File: config.mk
export PLATFORM = sky130hd
export DESIGN_NAME = epoch_seconds_to_civil_date
export DESIGN_NICKNAME = d
export VERILOG_FILES = /design/src/rtl/ecd_pkg.sv /design/src/rtl/ecd_pipe_ctrl.sv /design/src/rtl/epoch_seconds_to_civil_date.sv
export SDC_FILE = /design/constraint.sdc
export NUM_CORES = 2
export LEC_CHECK = 0
export ABC_AREA = 1
export BUFFER_PORTS_ARGS = -buffer_cell sky130_fd_sc_hd__buf_2
export CAP_MARGIN = 20
export CORE_UTILIZATION = 51
export CTS_CLUSTER_DIAMETER = 80
export CTS_CLUSTER_SIZE = 10
export DETAILED_ROUTE_END_ITERATION = 12
export PLACE_DENSITY = 0.67
export SLEW_MARGIN = 10
export SYNTH_ARGS = -nofsm -noshare
export SYNTH_HDL_FRONTEND = slang
export SYNTH_HIERARCHICAL = 1
export SYNTH_SLANG_ARGS = --single-unit
File: constraint.sdc
create_clock -name clock -period 7.53 [get_ports clock]
set_input_delay 0.3765 -clock clock [delete_from_list [all_inputs] [get_ports clock]]
set_output_delay 0.3765 -clock clock [all_outputs]
set_load 0.03 [all_outputs]
File: src/rtl/ecd_pkg.sv
// Shared types and constants for the epoch-seconds to civil date converter.
// Holds the stage control struct, calendar constants and reciprocal factors.
// No dependencies.
`timescale 1ns / 1ps

package ecd_pkg;

   localparam int EcdStages = 10;

   typedef struct packed {
      logic [EcdStages-1:0] load;
      logic [EcdStages-1:0] valid;
   } stage_ctrl_type;

   localparam logic signed [38:0] MinSeconds = -39'sd62135596800;
   localparam logic signed [38:0] MaxSeconds = 39'sd253402300799;
   localparam logic [38:0] EpochFromYear1 = 39'd62135596800;

   // 86400 = 675 * 2^7: the low seven bits of the count pass straight into the time of day.
   localparam int DayLowBits = 7;
   localparam logic [31:0] SecPerDayHigh = 32'd675;
   localparam int DayShift = 41;
   localparam logic [31:0] DayRecip = 32'(((64'd1 << DayShift) + 64'd674) / 64'd675);

   localparam logic [17:0] DaysPer400 = 18'd146097;
   localparam int Span400Shift = 40;
   localparam logic [22:0] Span400Recip =
      23'(((64'd1 << Span400Shift) + 64'd146096) / 64'd146097);

   localparam logic [17:0] DaysPer100 = 18'd36524;

   localparam logic [15:0] DaysPer4 = 16'd1461;
   localparam int Span4Shift = 30;
   localparam logic [19:0] Span4Recip = 20'(((64'd1 << Span4Shift) + 64'd1460) / 64'd1461);

   localparam logic [10:0] DaysPerYear = 11'd365;

   localparam logic [16:0] SecPerHour = 17'd3600;
   localparam int HourShift = 30;
   localparam logic [18:0] HourRecip = 19'(((64'd1 << HourShift) + 64'd3599) / 64'd3600);

   localparam logic [11:0] SecPerMin = 12'd60;
   localparam int MinuteShift = 20;
   localparam logic [14:0] MinuteRecip = 15'(((64'd1 << MinuteShift) + 64'd59) / 64'd60);

   localparam logic [8:0] MonthStart [13] = '{
      9'd0, 9'd31, 9'd59, 9'd90, 9'd120, 9'd151, 9'd181,
      9'd212, 9'd243, 9'd273, 9'd304, 9'd334, 9'd365
   };

endpackage

File: src/rtl/ecd_pipe_ctrl.sv
// Valid and load control for the converter pipeline.
// A stage loads when it is empty or when the stage after it moves on.
// Depends on ecd_pkg.
`timescale 1ns / 1ps

module ecd_pipe_ctrl
   import ecd_pkg::*;
(
   input  logic           clock,
   input  logic           reset,
   input  logic           req_valid,
   output logic           req_ready,
   input  logic           rsp_ready,
   output stage_ctrl_type ctrl
);

   logic [EcdStages-1:0] valid_ff;
   logic [EcdStages-1:0] valid_in;
   logic [EcdStages:0]   advance;

   always_comb begin
      advance[EcdStages] = rsp_ready;
      for (int k = EcdStages - 1; k >= 0; k--) begin
         advance[k] = !valid_ff[k] || advance[k+1];
      end
   end

   assign valid_in = {valid_ff[EcdStages-2:0], req_valid};

   always_ff @(posedge clock) begin
      if (reset) begin
         valid_ff <= '0;
      end else begin
         valid_ff <= (valid_in & advance[EcdStages-1:0]) | (valid_ff & ~advance[EcdStages-1:0]);
      end
   end

   assign req_ready  = advance[0];
   assign ctrl.load  = advance[EcdStages-1:0];
   assign ctrl.valid = valid_ff;

endmodule

File: src/rtl/epoch_seconds_to_civil_date.sv
// Converter from signed seconds since 1970-01-01 00:00:00 to a Gregorian date and time.
// Ten register stages of constant-divisor arithmetic; control in ecd_pipe_ctrl.
// Depends on ecd_pkg and ecd_pipe_ctrl.
//
// Usage:
// A request carries one 39-bit signed count of seconds on req_epoch_seconds and is taken
// when req_valid and req_ready are both high. Each request gives exactly one response on
// the rsp_ channel: year, month, day of month, hour, minute and second, with
// rsp_out_of_range set and all other fields zero when the count lies outside years 1 to
// 9999. A response is taken when rsp_valid and rsp_ready are both high.
// A request passes through ten register stages before rsp_valid rises: the range check,
// the day split by reciprocal multiply and remainder, the 400-year, 100-year, 4-year and
// one-year splits, and the month lookup. One request can be taken in every cycle while the
// receiver takes the responses. When the receiver stalls, the stages fill up behind the
// output register and req_ready falls only when every stage holds a request; nothing is
// lost or repeated.
// Synchronous reset empties the pipeline; there is no other state.
`timescale 1ns / 1ps

module epoch_seconds_to_civil_date
   import ecd_pkg::*;
(
   input  logic               clock,
   input  logic               reset,
   input  logic               req_valid,
   output logic               req_ready,
   input  logic signed [38:0] req_epoch_seconds,
   output logic               rsp_valid,
   input  logic               rsp_ready,
   output logic [13:0]        rsp_year,
   output logic [3:0]         rsp_month,
   output logic [4:0]         rsp_day_of_month,
   output logic [4:0]         rsp_hour,
   output logic [5:0]         rsp_minute,
   output logic [5:0]         rsp_second,
   output logic               rsp_out_of_range
);

   stage_ctrl_type ctrl;

   ecd_pipe_ctrl u_ctrl (
      .clock     (clock),
      .reset     (reset),
      .req_valid (req_valid),
      .req_ready (req_ready),
      .rsp_ready (rsp_ready),
      .ctrl      (ctrl)
   );

   // Stage 1: range check and move to a base of year 1.
   logic        s1_oor_ff, s1_oor_in;
   logic [38:0] s1_t_ff, s1_t_in;

   assign s1_oor_in = (req_epoch_seconds < MinSeconds) || (req_epoch_seconds > MaxSeconds);
   assign s1_t_in   = 39'(unsigned'(req_epoch_seconds) + EpochFromYear1);

   always_ff @(posedge clock) begin
      if (ctrl.load[0]) begin
         s1_oor_ff <= s1_oor_in;
         s1_t_ff   <= s1_t_in;
      end
   end

   // Stage 2: whole days by reciprocal.
   logic        s2_oor_ff;
   logic [38:0] s2_t_ff;
   logic [21:0] s2_qd_ff, s2_qd_in;
   logic [63:0] day_prod;

   assign day_prod = 64'(s1_t_ff[38:DayLowBits]) * 64'(DayRecip);
   assign s2_qd_in = day_prod[DayShift +: 22];

   always_ff @(posedge clock) begin
      if (ctrl.load[1]) begin
         s2_oor_ff <= s1_oor_ff;
         s2_t_ff   <= s1_t_ff;
         s2_qd_ff  <= s2_qd_in;
      end
   end

   // Stage 3: seconds of the day.
   logic        s3_oor_ff;
   logic [21:0] s3_days_ff;
   logic [16:0] s3_sod_ff, s3_sod_in;
   logic [31:0] day_rem;

   assign day_rem   = s2_t_ff[38:DayLowBits] - 32'(32'(s2_qd_ff) * SecPerDayHigh);
   assign s3_sod_in = {day_rem[9:0], s2_t_ff[DayLowBits-1:0]};

   always_ff @(posedge clock) begin
      if (ctrl.load[2]) begin
         s3_oor_ff  <= s2_oor_ff;
         s3_days_ff <= s2_qd_ff;
         s3_sod_ff  <= s3_sod_in;
      end
   end

   // Stage 4: 400-year spans and hour.
   logic        s4_oor_ff;
   logic [21:0] s4_days_ff;
   logic [16:0] s4_sod_ff;
   logic [4:0]  s4_q400_ff, s4_q400_in;
   logic [4:0]  s4_hour_ff, s4_hour_in;
   logic [44:0] q400_prod;
   logic [35:0] hour_prod;

   assign q400_prod  = 45'(s3_days_ff) * 45'(Span400Recip);
   assign s4_q400_in = q400_prod[Span400Shift +: 5];
   assign hour_prod  = 36'(s3_sod_ff) * 36'(HourRecip);
   assign s4_hour_in = hour_prod[HourShift +: 5];

   always_ff @(posedge clock) begin
      if (ctrl.load[3]) begin
         s4_oor_ff  <= s3_oor_ff;
         s4_days_ff <= s3_days_ff;
         s4_sod_ff  <= s3_sod_ff;
         s4_q400_ff <= s4_q400_in;
         s4_hour_ff <= s4_hour_in;
      end
   end

   // Stage 5: remainders after 400-year spans and after the hour.
   logic        s5_oor_ff;
   logic [4:0]  s5_q400_ff, s5_hour_ff;
   logic [17:0] s5_rem400_ff, s5_rem400_in;
   logic [11:0] s5_mrem_ff, s5_mrem_in;

   assign s5_rem400_in = 18'(s4_days_ff - 22'(22'(s4_q400_ff) * 22'(DaysPer400)));
   assign s5_mrem_in   = 12'(s4_sod_ff - 17'(17'(s4_hour_ff) * SecPerHour));

   always_ff @(posedge clock) begin
      if (ctrl.load[4]) begin
         s5_oor_ff    <= s4_oor_ff;
         s5_q400_ff   <= s4_q400_ff;
         s5_hour_ff   <= s4_hour_ff;
         s5_rem400_ff <= s5_rem400_in;
         s5_mrem_ff   <= s5_mrem_in;
      end
   end

   // Stage 6: 100-year spans, capped at three, and minute.
   logic        s6_oor_ff;
   logic [4:0]  s6_q400_ff, s6_hour_ff;
   logic [1:0]  s6_q100_ff, s6_q100_in;
   logic [15:0] s6_rem100_ff, s6_rem100_in;
   logic [11:0] s6_mrem_ff;
   logic [5:0]  s6_minute_ff, s6_minute_in;
   logic [26:0] minute_prod;

   assign s6_q100_in = 2'(s5_rem400_ff >= DaysPer100)
                     + 2'(s5_rem400_ff >= 18'(2 * DaysPer100))
                     + 2'(s5_rem400_ff >= 18'(3 * DaysPer100));
   assign s6_rem100_in = 16'(s5_rem400_ff - 18'(18'(s6_q100_in) * DaysPer100));
   assign minute_prod  = 27'(s5_mrem_ff) * 27'(MinuteRecip);
   assign s6_minute_in = minute_prod[MinuteShift +: 6];

   always_ff @(posedge clock) begin
      if (ctrl.load[5]) begin
         s6_oor_ff    <= s5_oor_ff;
         s6_q400_ff   <= s5_q400_ff;
         s6_hour_ff   <= s5_hour_ff;
         s6_mrem_ff   <= s5_mrem_ff;
         s6_q100_ff   <= s6_q100_in;
         s6_rem100_ff <= s6_rem100_in;
         s6_minute_ff <= s6_minute_in;
      end
   end

   // Stage 7: 4-year spans and second.
   logic        s7_oor_ff;
   logic [4:0]  s7_q400_ff, s7_hour_ff;
   logic [1:0]  s7_q100_ff;
   logic [15:0] s7_rem100_ff;
   logic [5:0]  s7_minute_ff;
   logic [4:0]  s7_q4_ff, s7_q4_in;
   logic [5:0]  s7_second_ff, s7_second_in;
   logic [35:0] q4_prod;

   assign q4_prod      = 36'(s6_rem100_ff) * 36'(Span4Recip);
   assign s7_q4_in     = q4_prod[Span4Shift +: 5];
   assign s7_second_in = 6'(s6_mrem_ff - 12'(12'(s6_minute_ff) * SecPerMin));

   always_ff @(posedge clock) begin
      if (ctrl.load[6]) begin
         s7_oor_ff    <= s6_oor_ff;
         s7_q400_ff   <= s6_q400_ff;
         s7_hour_ff   <= s6_hour_ff;
         s7_q100_ff   <= s6_q100_ff;
         s7_rem100_ff <= s6_rem100_ff;
         s7_minute_ff <= s6_minute_ff;
         s7_q4_ff     <= s7_q4_in;
         s7_second_ff <= s7_second_in;
      end
   end

   // Stage 8: days within the 4-year span.
   logic        s8_oor_ff;
   logic [4:0]  s8_q400_ff, s8_hour_ff, s8_q4_ff;
   logic [1:0]  s8_q100_ff;
   logic [5:0]  s8_minute_ff, s8_second_ff;
   logic [10:0] s8_rem4_ff, s8_rem4_in;

   assign s8_rem4_in = 11'(s7_rem100_ff - 16'(16'(s7_q4_ff) * DaysPer4));

   always_ff @(posedge clock) begin
      if (ctrl.load[7]) begin
         s8_oor_ff    <= s7_oor_ff;
         s8_q400_ff   <= s7_q400_ff;
         s8_hour_ff   <= s7_hour_ff;
         s8_q100_ff   <= s7_q100_ff;
         s8_q4_ff     <= s7_q4_ff;
         s8_minute_ff <= s7_minute_ff;
         s8_second_ff <= s7_second_ff;
         s8_rem4_ff   <= s8_rem4_in;
      end
   end

   // Stage 9: single years, capped at three, year number and leap flag.
   logic        s9_oor_ff;
   logic [4:0]  s9_hour_ff;
   logic [5:0]  s9_minute_ff, s9_second_ff;
   logic [13:0] s9_year_ff, s9_year_in;
   logic        s9_leap_ff, s9_leap_in;
   logic [8:0]  s9_yday_ff, s9_yday_in;
   logic [1:0]  q1;

   assign q1 = 2'(s8_rem4_ff >= DaysPerYear)
             + 2'(s8_rem4_ff >= 11'(2 * DaysPerYear))
             + 2'(s8_rem4_ff >= 11'(3 * DaysPerYear));
   assign s9_yday_in = 9'(s8_rem4_ff - 11'(11'(q1) * DaysPerYear));
   assign s9_year_in = 14'd1 + 14'(14'(s8_q400_ff) * 14'd400) + 14'(14'(s8_q100_ff) * 14'd100)
                     + 14'(14'(s8_q4_ff) * 14'd4) + 14'(q1);
   assign s9_leap_in = (q1 == 2'd3) && ((s8_q4_ff != 5'd24) || (s8_q100_ff == 2'd3));

   always_ff @(posedge clock) begin
      if (ctrl.load[8]) begin
         s9_oor_ff    <= s8_oor_ff;
         s9_hour_ff   <= s8_hour_ff;
         s9_minute_ff <= s8_minute_ff;
         s9_second_ff <= s8_second_ff;
         s9_year_ff   <= s9_year_in;
         s9_leap_ff   <= s9_leap_in;
         s9_yday_ff   <= s9_yday_in;
      end
   end

   // Stage 10: month and day of month, then the response register.
   logic [3:0]  month_sel;
   logic [9:0]  month_first;
   logic [4:0]  dom;
   logic [13:0] rsp_year_ff;
   logic [3:0]  rsp_month_ff;
   logic [4:0]  rsp_dom_ff, rsp_hour_ff;
   logic [5:0]  rsp_minute_ff, rsp_second_ff;
   logic        rsp_oor_ff;

   always_comb begin
      month_sel = 4'd12;
      for (int i = 12; i >= 1; i--) begin
         if (10'(s9_yday_ff) < 10'(MonthStart[i]) + 10'(s9_leap_ff && (i >= 2))) begin
            month_sel = 4'(i);
         end
      end
      month_first = 10'(MonthStart[month_sel - 4'd1]) + 10'(s9_leap_ff && (month_sel >= 4'd3));
      dom = 5'(10'(s9_yday_ff) - month_first + 10'd1);
   end

   always_ff @(posedge clock) begin
      if (ctrl.load[9]) begin
         rsp_oor_ff    <= s9_oor_ff;
         rsp_year_ff   <= s9_oor_ff ? '0 : s9_year_ff;
         rsp_month_ff  <= s9_oor_ff ? '0 : month_sel;
         rsp_dom_ff    <= s9_oor_ff ? '0 : dom;
         rsp_hour_ff   <= s9_oor_ff ? '0 : s9_hour_ff;
         rsp_minute_ff <= s9_oor_ff ? '0 : s9_minute_ff;
         rsp_second_ff <= s9_oor_ff ? '0 : s9_second_ff;
      end
   end

   assign rsp_valid        = ctrl.valid[EcdStages-1];
   assign rsp_year         = rsp_year_ff;
   assign rsp_month        = rsp_month_ff;
   assign rsp_day_of_month = rsp_dom_ff;
   assign rsp_hour         = rsp_hour_ff;
   assign rsp_minute       = rsp_minute_ff;
   assign rsp_second       = rsp_second_ff;
   assign rsp_out_of_range = rsp_oor_ff;

   a_oor_zero: assert property (@(posedge clock) disable iff (reset)
      rsp_valid && rsp_out_of_range |-> rsp_year == 14'd0 && rsp_month == 4'd0
         && rsp_day_of_month == 5'd0 && rsp_hour == 5'd0 && rsp_minute == 6'd0
         && rsp_second == 6'd0)
      else $error("out-of-range response carries nonzero fields");

   a_fields_legal: assert property (@(posedge clock) disable iff (reset)
      rsp_valid && !rsp_out_of_range |-> rsp_month >= 4'd1 && rsp_month <= 4'd12
         && rsp_day_of_month >= 5'd1 && rsp_hour < 5'd24 && rsp_minute < 6'd60
         && rsp_second < 6'd60 && rsp_year >= 14'd1 && rsp_year <= 14'd9999)
      else $error("response field outside its calendar range");

   a_stall_only_full: assert property (@(posedge clock) disable iff (reset)
      !req_ready |-> rsp_valid && !rsp_ready && (&ctrl.valid))
      else $error("request refused while the pipeline has room");

   a_resp_follows_req: assert property (@(posedge clock) disable iff (reset)
      rsp_valid && !$past(rsp_valid) && !$past(reset) |-> $past(ctrl.valid[EcdStages-2]))
      else $error("response appeared without a request in the stage before");

endmodule

==> metrics.cfg <==
[clock_network]
clk_path_buf_depth=3
ctsHtreeMaxLevel=2
cts_tree=built
cts_resized=0
cts.sinks=418
clockRootBuffer=clkbuf_16
cts_buffers=48
clk_pin_slew_ns=0.06
clkLatencyLatePin_ns=0.61

[die]
core_mm2=0.107
die-area_mm2=0.109
start_util_pct=51.4
die_h_um=330
dieWidth_um=330
io_pins=86
fp-row-count=120

[global_route]
first_global_vias=38200
grt_start_max_net_pins=45
grt-ovfl-total=0
grt_pass1_wl_um=204000
antenna_found_initial=2
track_usage_pct=24.3

[placed_design]
dp_hpwl_um=111000
gp_congestion=0.962
portBuffers=85

[timing]
rsz0062_at_grt=no
period_minus_slack_ns=7.01
final_max_slew_viol_count=0
max_freq_mhz=143
period_share_pct=93.1
tightest_slew_ns=1.07
max_slew_margin_pct=28.6
finalSetupViolations=0
setup_tns_ns=0
finClkSkew_ns=0.0357
hold_violations=0

[setup_path]
r2r_cells=24
worstPathArrival_ns=7.37
regToRegStartpoint=s1_t_ff[16]$_DFFE_PP_
cpMaxStageDelayCell=edfxtp_1
rrSetupSlack_ns=0.52
worstPathCellList=fa_1 > ha_1 > inv_1 > fa_1 > fa_1 > inv_1 > fa_1 > fa_1 > fa_1 > inv_1 > fa_1 > inv_1 > ha_1 > a21oi_1 > inv_1 > a21oi_1 > o211ai_1 > nand2_1 > nand3_1 > a21oi_1 > nand3b_1 > nand2_1 > nand2_1 > nand2_1
r2r_end=s2_qd_ff[21]$_DFFE_PP_
cpPeakStageDelay_ns=0.68
crit_type=reg2reg
cp.required_ns=7.89
path_max_fanout=12
crit_top_cell=fa_1
cp-end-kind=register
crit_path_start_kind=register

[synthesis]
synth_top_flop_cell=edfxtp_1
syn_inst=5278
synth.distinct_cells=62
synthArstFlopShare_pct=0
syn_nets=7186
syn_area_mm2=0.0550
synth_edf_count=408
yosysTopAreaCell=fa_1
synth-seq-cells=418
yosysWarnings=6
synth_top_area_share_pct=26.2
ys_seq_area_share_pct=22.7
syn_area_per_cell_um2=10.4
synth_area_leaders=fa_1, ha_1, edfxtp_1

[drt]
first_pass_iters=7
antenna_left=0
drc=0
wl_um=127000
routed-via-count=35800
wl_per_cell_um=18.4
via_per_inst=5.20
drtIter0Drc=1522

[layout]
synthToLayoutAreaGrowth_pct=7.14
nets=7352
fill_cells=9355
multiInputGateArea_mm2=0.0371
seq_area_mm2=0.0125
drive_gt1_share_pct=4.07

[hold_path]
min_to=s1_t_ff[16]$_DFFE_PP_
min_path_type=in2reg
min_path_cells=3
hp-start=req_epoch_seconds[16]

[job]
cap_violations=0

[status]
status=finished clean

-- cell usage after synthesis, types with 5 or more instances --
cell	instances
xnor2_1	68
ha_1	1146
o211ai_1	12
o21ai_0	127
nor4_1	15
a31oi_1	31
o21bai_1	16
nand4_1	32
o31ai_1	6
nand2_2	10
a21o_1	17
xor2_1	124
nand3b_1	8
fa_1	719
o21a_1	12
inv_2	5
nor3_1	32
o21ai_1	7
a21oi_1	248
nand2_1	398
nand3_2	5
edfxtp_1	408
nor2_1	246
clkbuf_1	5
a211oi_1	10
and3_1	5
dfxtp_1	10
nand3_1	75
o221ai_1	7
inv_1	1414
-- state kept, by name, summed over array words and instances, names as in the netlist, 9 cells and up, named ones only --
register	count
s1_t_ff	39
s2_qd_ff	22
s3_days_ff	22
s4_days_ff	18
s5_rem400_ff	18
s2_t_ff	17
s3_sod_ff	17
s6_rem100_ff	16
rsp_year	14
s9_year_ff	14
s4_sod_ff	12
s5_mrem_ff	12
s7_rem100_ff	11
s8_rem4_ff	11
s9_yday_ff	9
-- layout make-up --
class	count	share of cell area, %
diodes	2	0.00850
clock buffers	79	2.29
clock inverters	5	0.147
inverters	1419	9.05
multi-input cells	3433	63.1
flip-flops and latches	418	21.1
well taps	1403	2.98
repair buffers	124	1.29
-- metrics by stage --
| stage | cells | hold WS (ns) | setup slack [ns] | area (um^2) | util, % |
|---|---|---|---|---|---|
| after floorplan | 5278 | 0.400 | 1.29 | 55000 | - |
| after global placement | 6788 | 0.400 | 0.669 | 57300 | 53.6 |
| after detailed placement | 6788 | 0.405 | 0.616 | 57300 | 53.6 |
| after CTS | 6880 | 0.0477 | 0.562 | 58800 | 55.0 |
| after global routing | 6883 | 0.0791 | 0.215 | 58900 | 55.1 |
| final | 6883 | 0.0832 | 0.518 | 58900 | 55.1 |
-- critical path: cells and delay by family, from the launching register on --
| family | cells | cell delay [ns] |
|---|---|---|
| adder cells (fa/ha/maj) | 9 | 4.23 |
| flip-flops | 1 | 0.68 |
| buffers and inverters | 5 | 0.31 |
| AND/OR/NAND/NOR | 6 | 0.62 |
| AO/OA/AOI/OAI | 4 | 0.92 |
-- cell usage in the layout (no fill, tap or decap), types with 8 or more instances in the layout --
master         synthesis  layout
clkbuf_1               5      29
o21a_1                12      12
nand2_2               10      13
o21bai_1              16      16
dfxtp_1               10      10
dlygate4sd3_1          0       8
a211oi_1              10      10
nand3b_1               8       8
nand2_1              398     395
edfxtp_1             408     408
nor4_1                15      15
buf_4                  2      30
o211ai_1              12      12
a21o_1                17      17
xnor2_1               68      68
nor2_1               246     246
ha_1                1146    1146
nor3_1                32      32
nand3_1               75      75
a31oi_1               31      31
inv_1               1414    1413
fa_1                 719     719
o21ai_0              127     127
a21oi_1              248     248
buf_2                  1      85
xor2_1               124     124
clkbuf_16              0      49
nand4_1               32      32
-- metal layers --
metal / track usage, % / up-vias / wire [um]
met5: 0 / - / 0
met1: 30.1 / 17500 / 52800
met3: 3.12 / 200 / 5560
li1: - / 17300 / -
met4: 8.96 / 0 / 5170
met2: 43.1 / 761 / 63400
-- logic make-up (layout without fill, tap and decap cells) --
kind of cell | Yosys count | after routing | synth area share, %
adder cells (fa/ha/maj) | 1865 | 1865 | 52.3
buffers and inverters | 1427 | 1627 | 9.76
AND/OR/NAND/NOR | 849 | 849 | 6.74
AO/OA/AOI/OAI | 527 | 527 | 5.49
flip-flops | 418 | 418 | 22.7
XOR/XNOR | 192 | 192 | 3.06
other | 0 | 2 | 0
-- worst max path at each step --
stage,startpoint,endpoint,slack (ns),depth (start not counted)
floorplan,s1_t_ff[15]$_DFFE_PP_,s2_qd_ff[16]$_DFFE_PP_,1.29,23
global placement,s1_t_ff[16]$_DFFE_PP_,s2_qd_ff[21]$_DFFE_PP_,0.67,24
detailed placement,s1_t_ff[16]$_DFFE_PP_,s2_qd_ff[21]$_DFFE_PP_,0.62,24
CTS,s1_t_ff[16]$_DFFE_PP_,s2_qd_ff[21]$_DFFE_PP_,0.56,24
global route,s1_t_ff[14]$_DFFE_PP_,s2_qd_ff[21]$_DFFE_PP_,0.22,24
finish,s1_t_ff[16]$_DFFE_PP_,s2_qd_ff[21]$_DFFE_PP_,0.52,24
-- what timing repair did --
action / CTS / global route
hold endpoints to repair: 8 / 0
hold buffers: 8 / 0
setup buffers: 0 / 0
endpoints found under the setup margin: 0 / 0
Power is left out: the tool's default activity adds up to more than one toggle a clock period on the data nets, which glitch-free logic cannot reach.
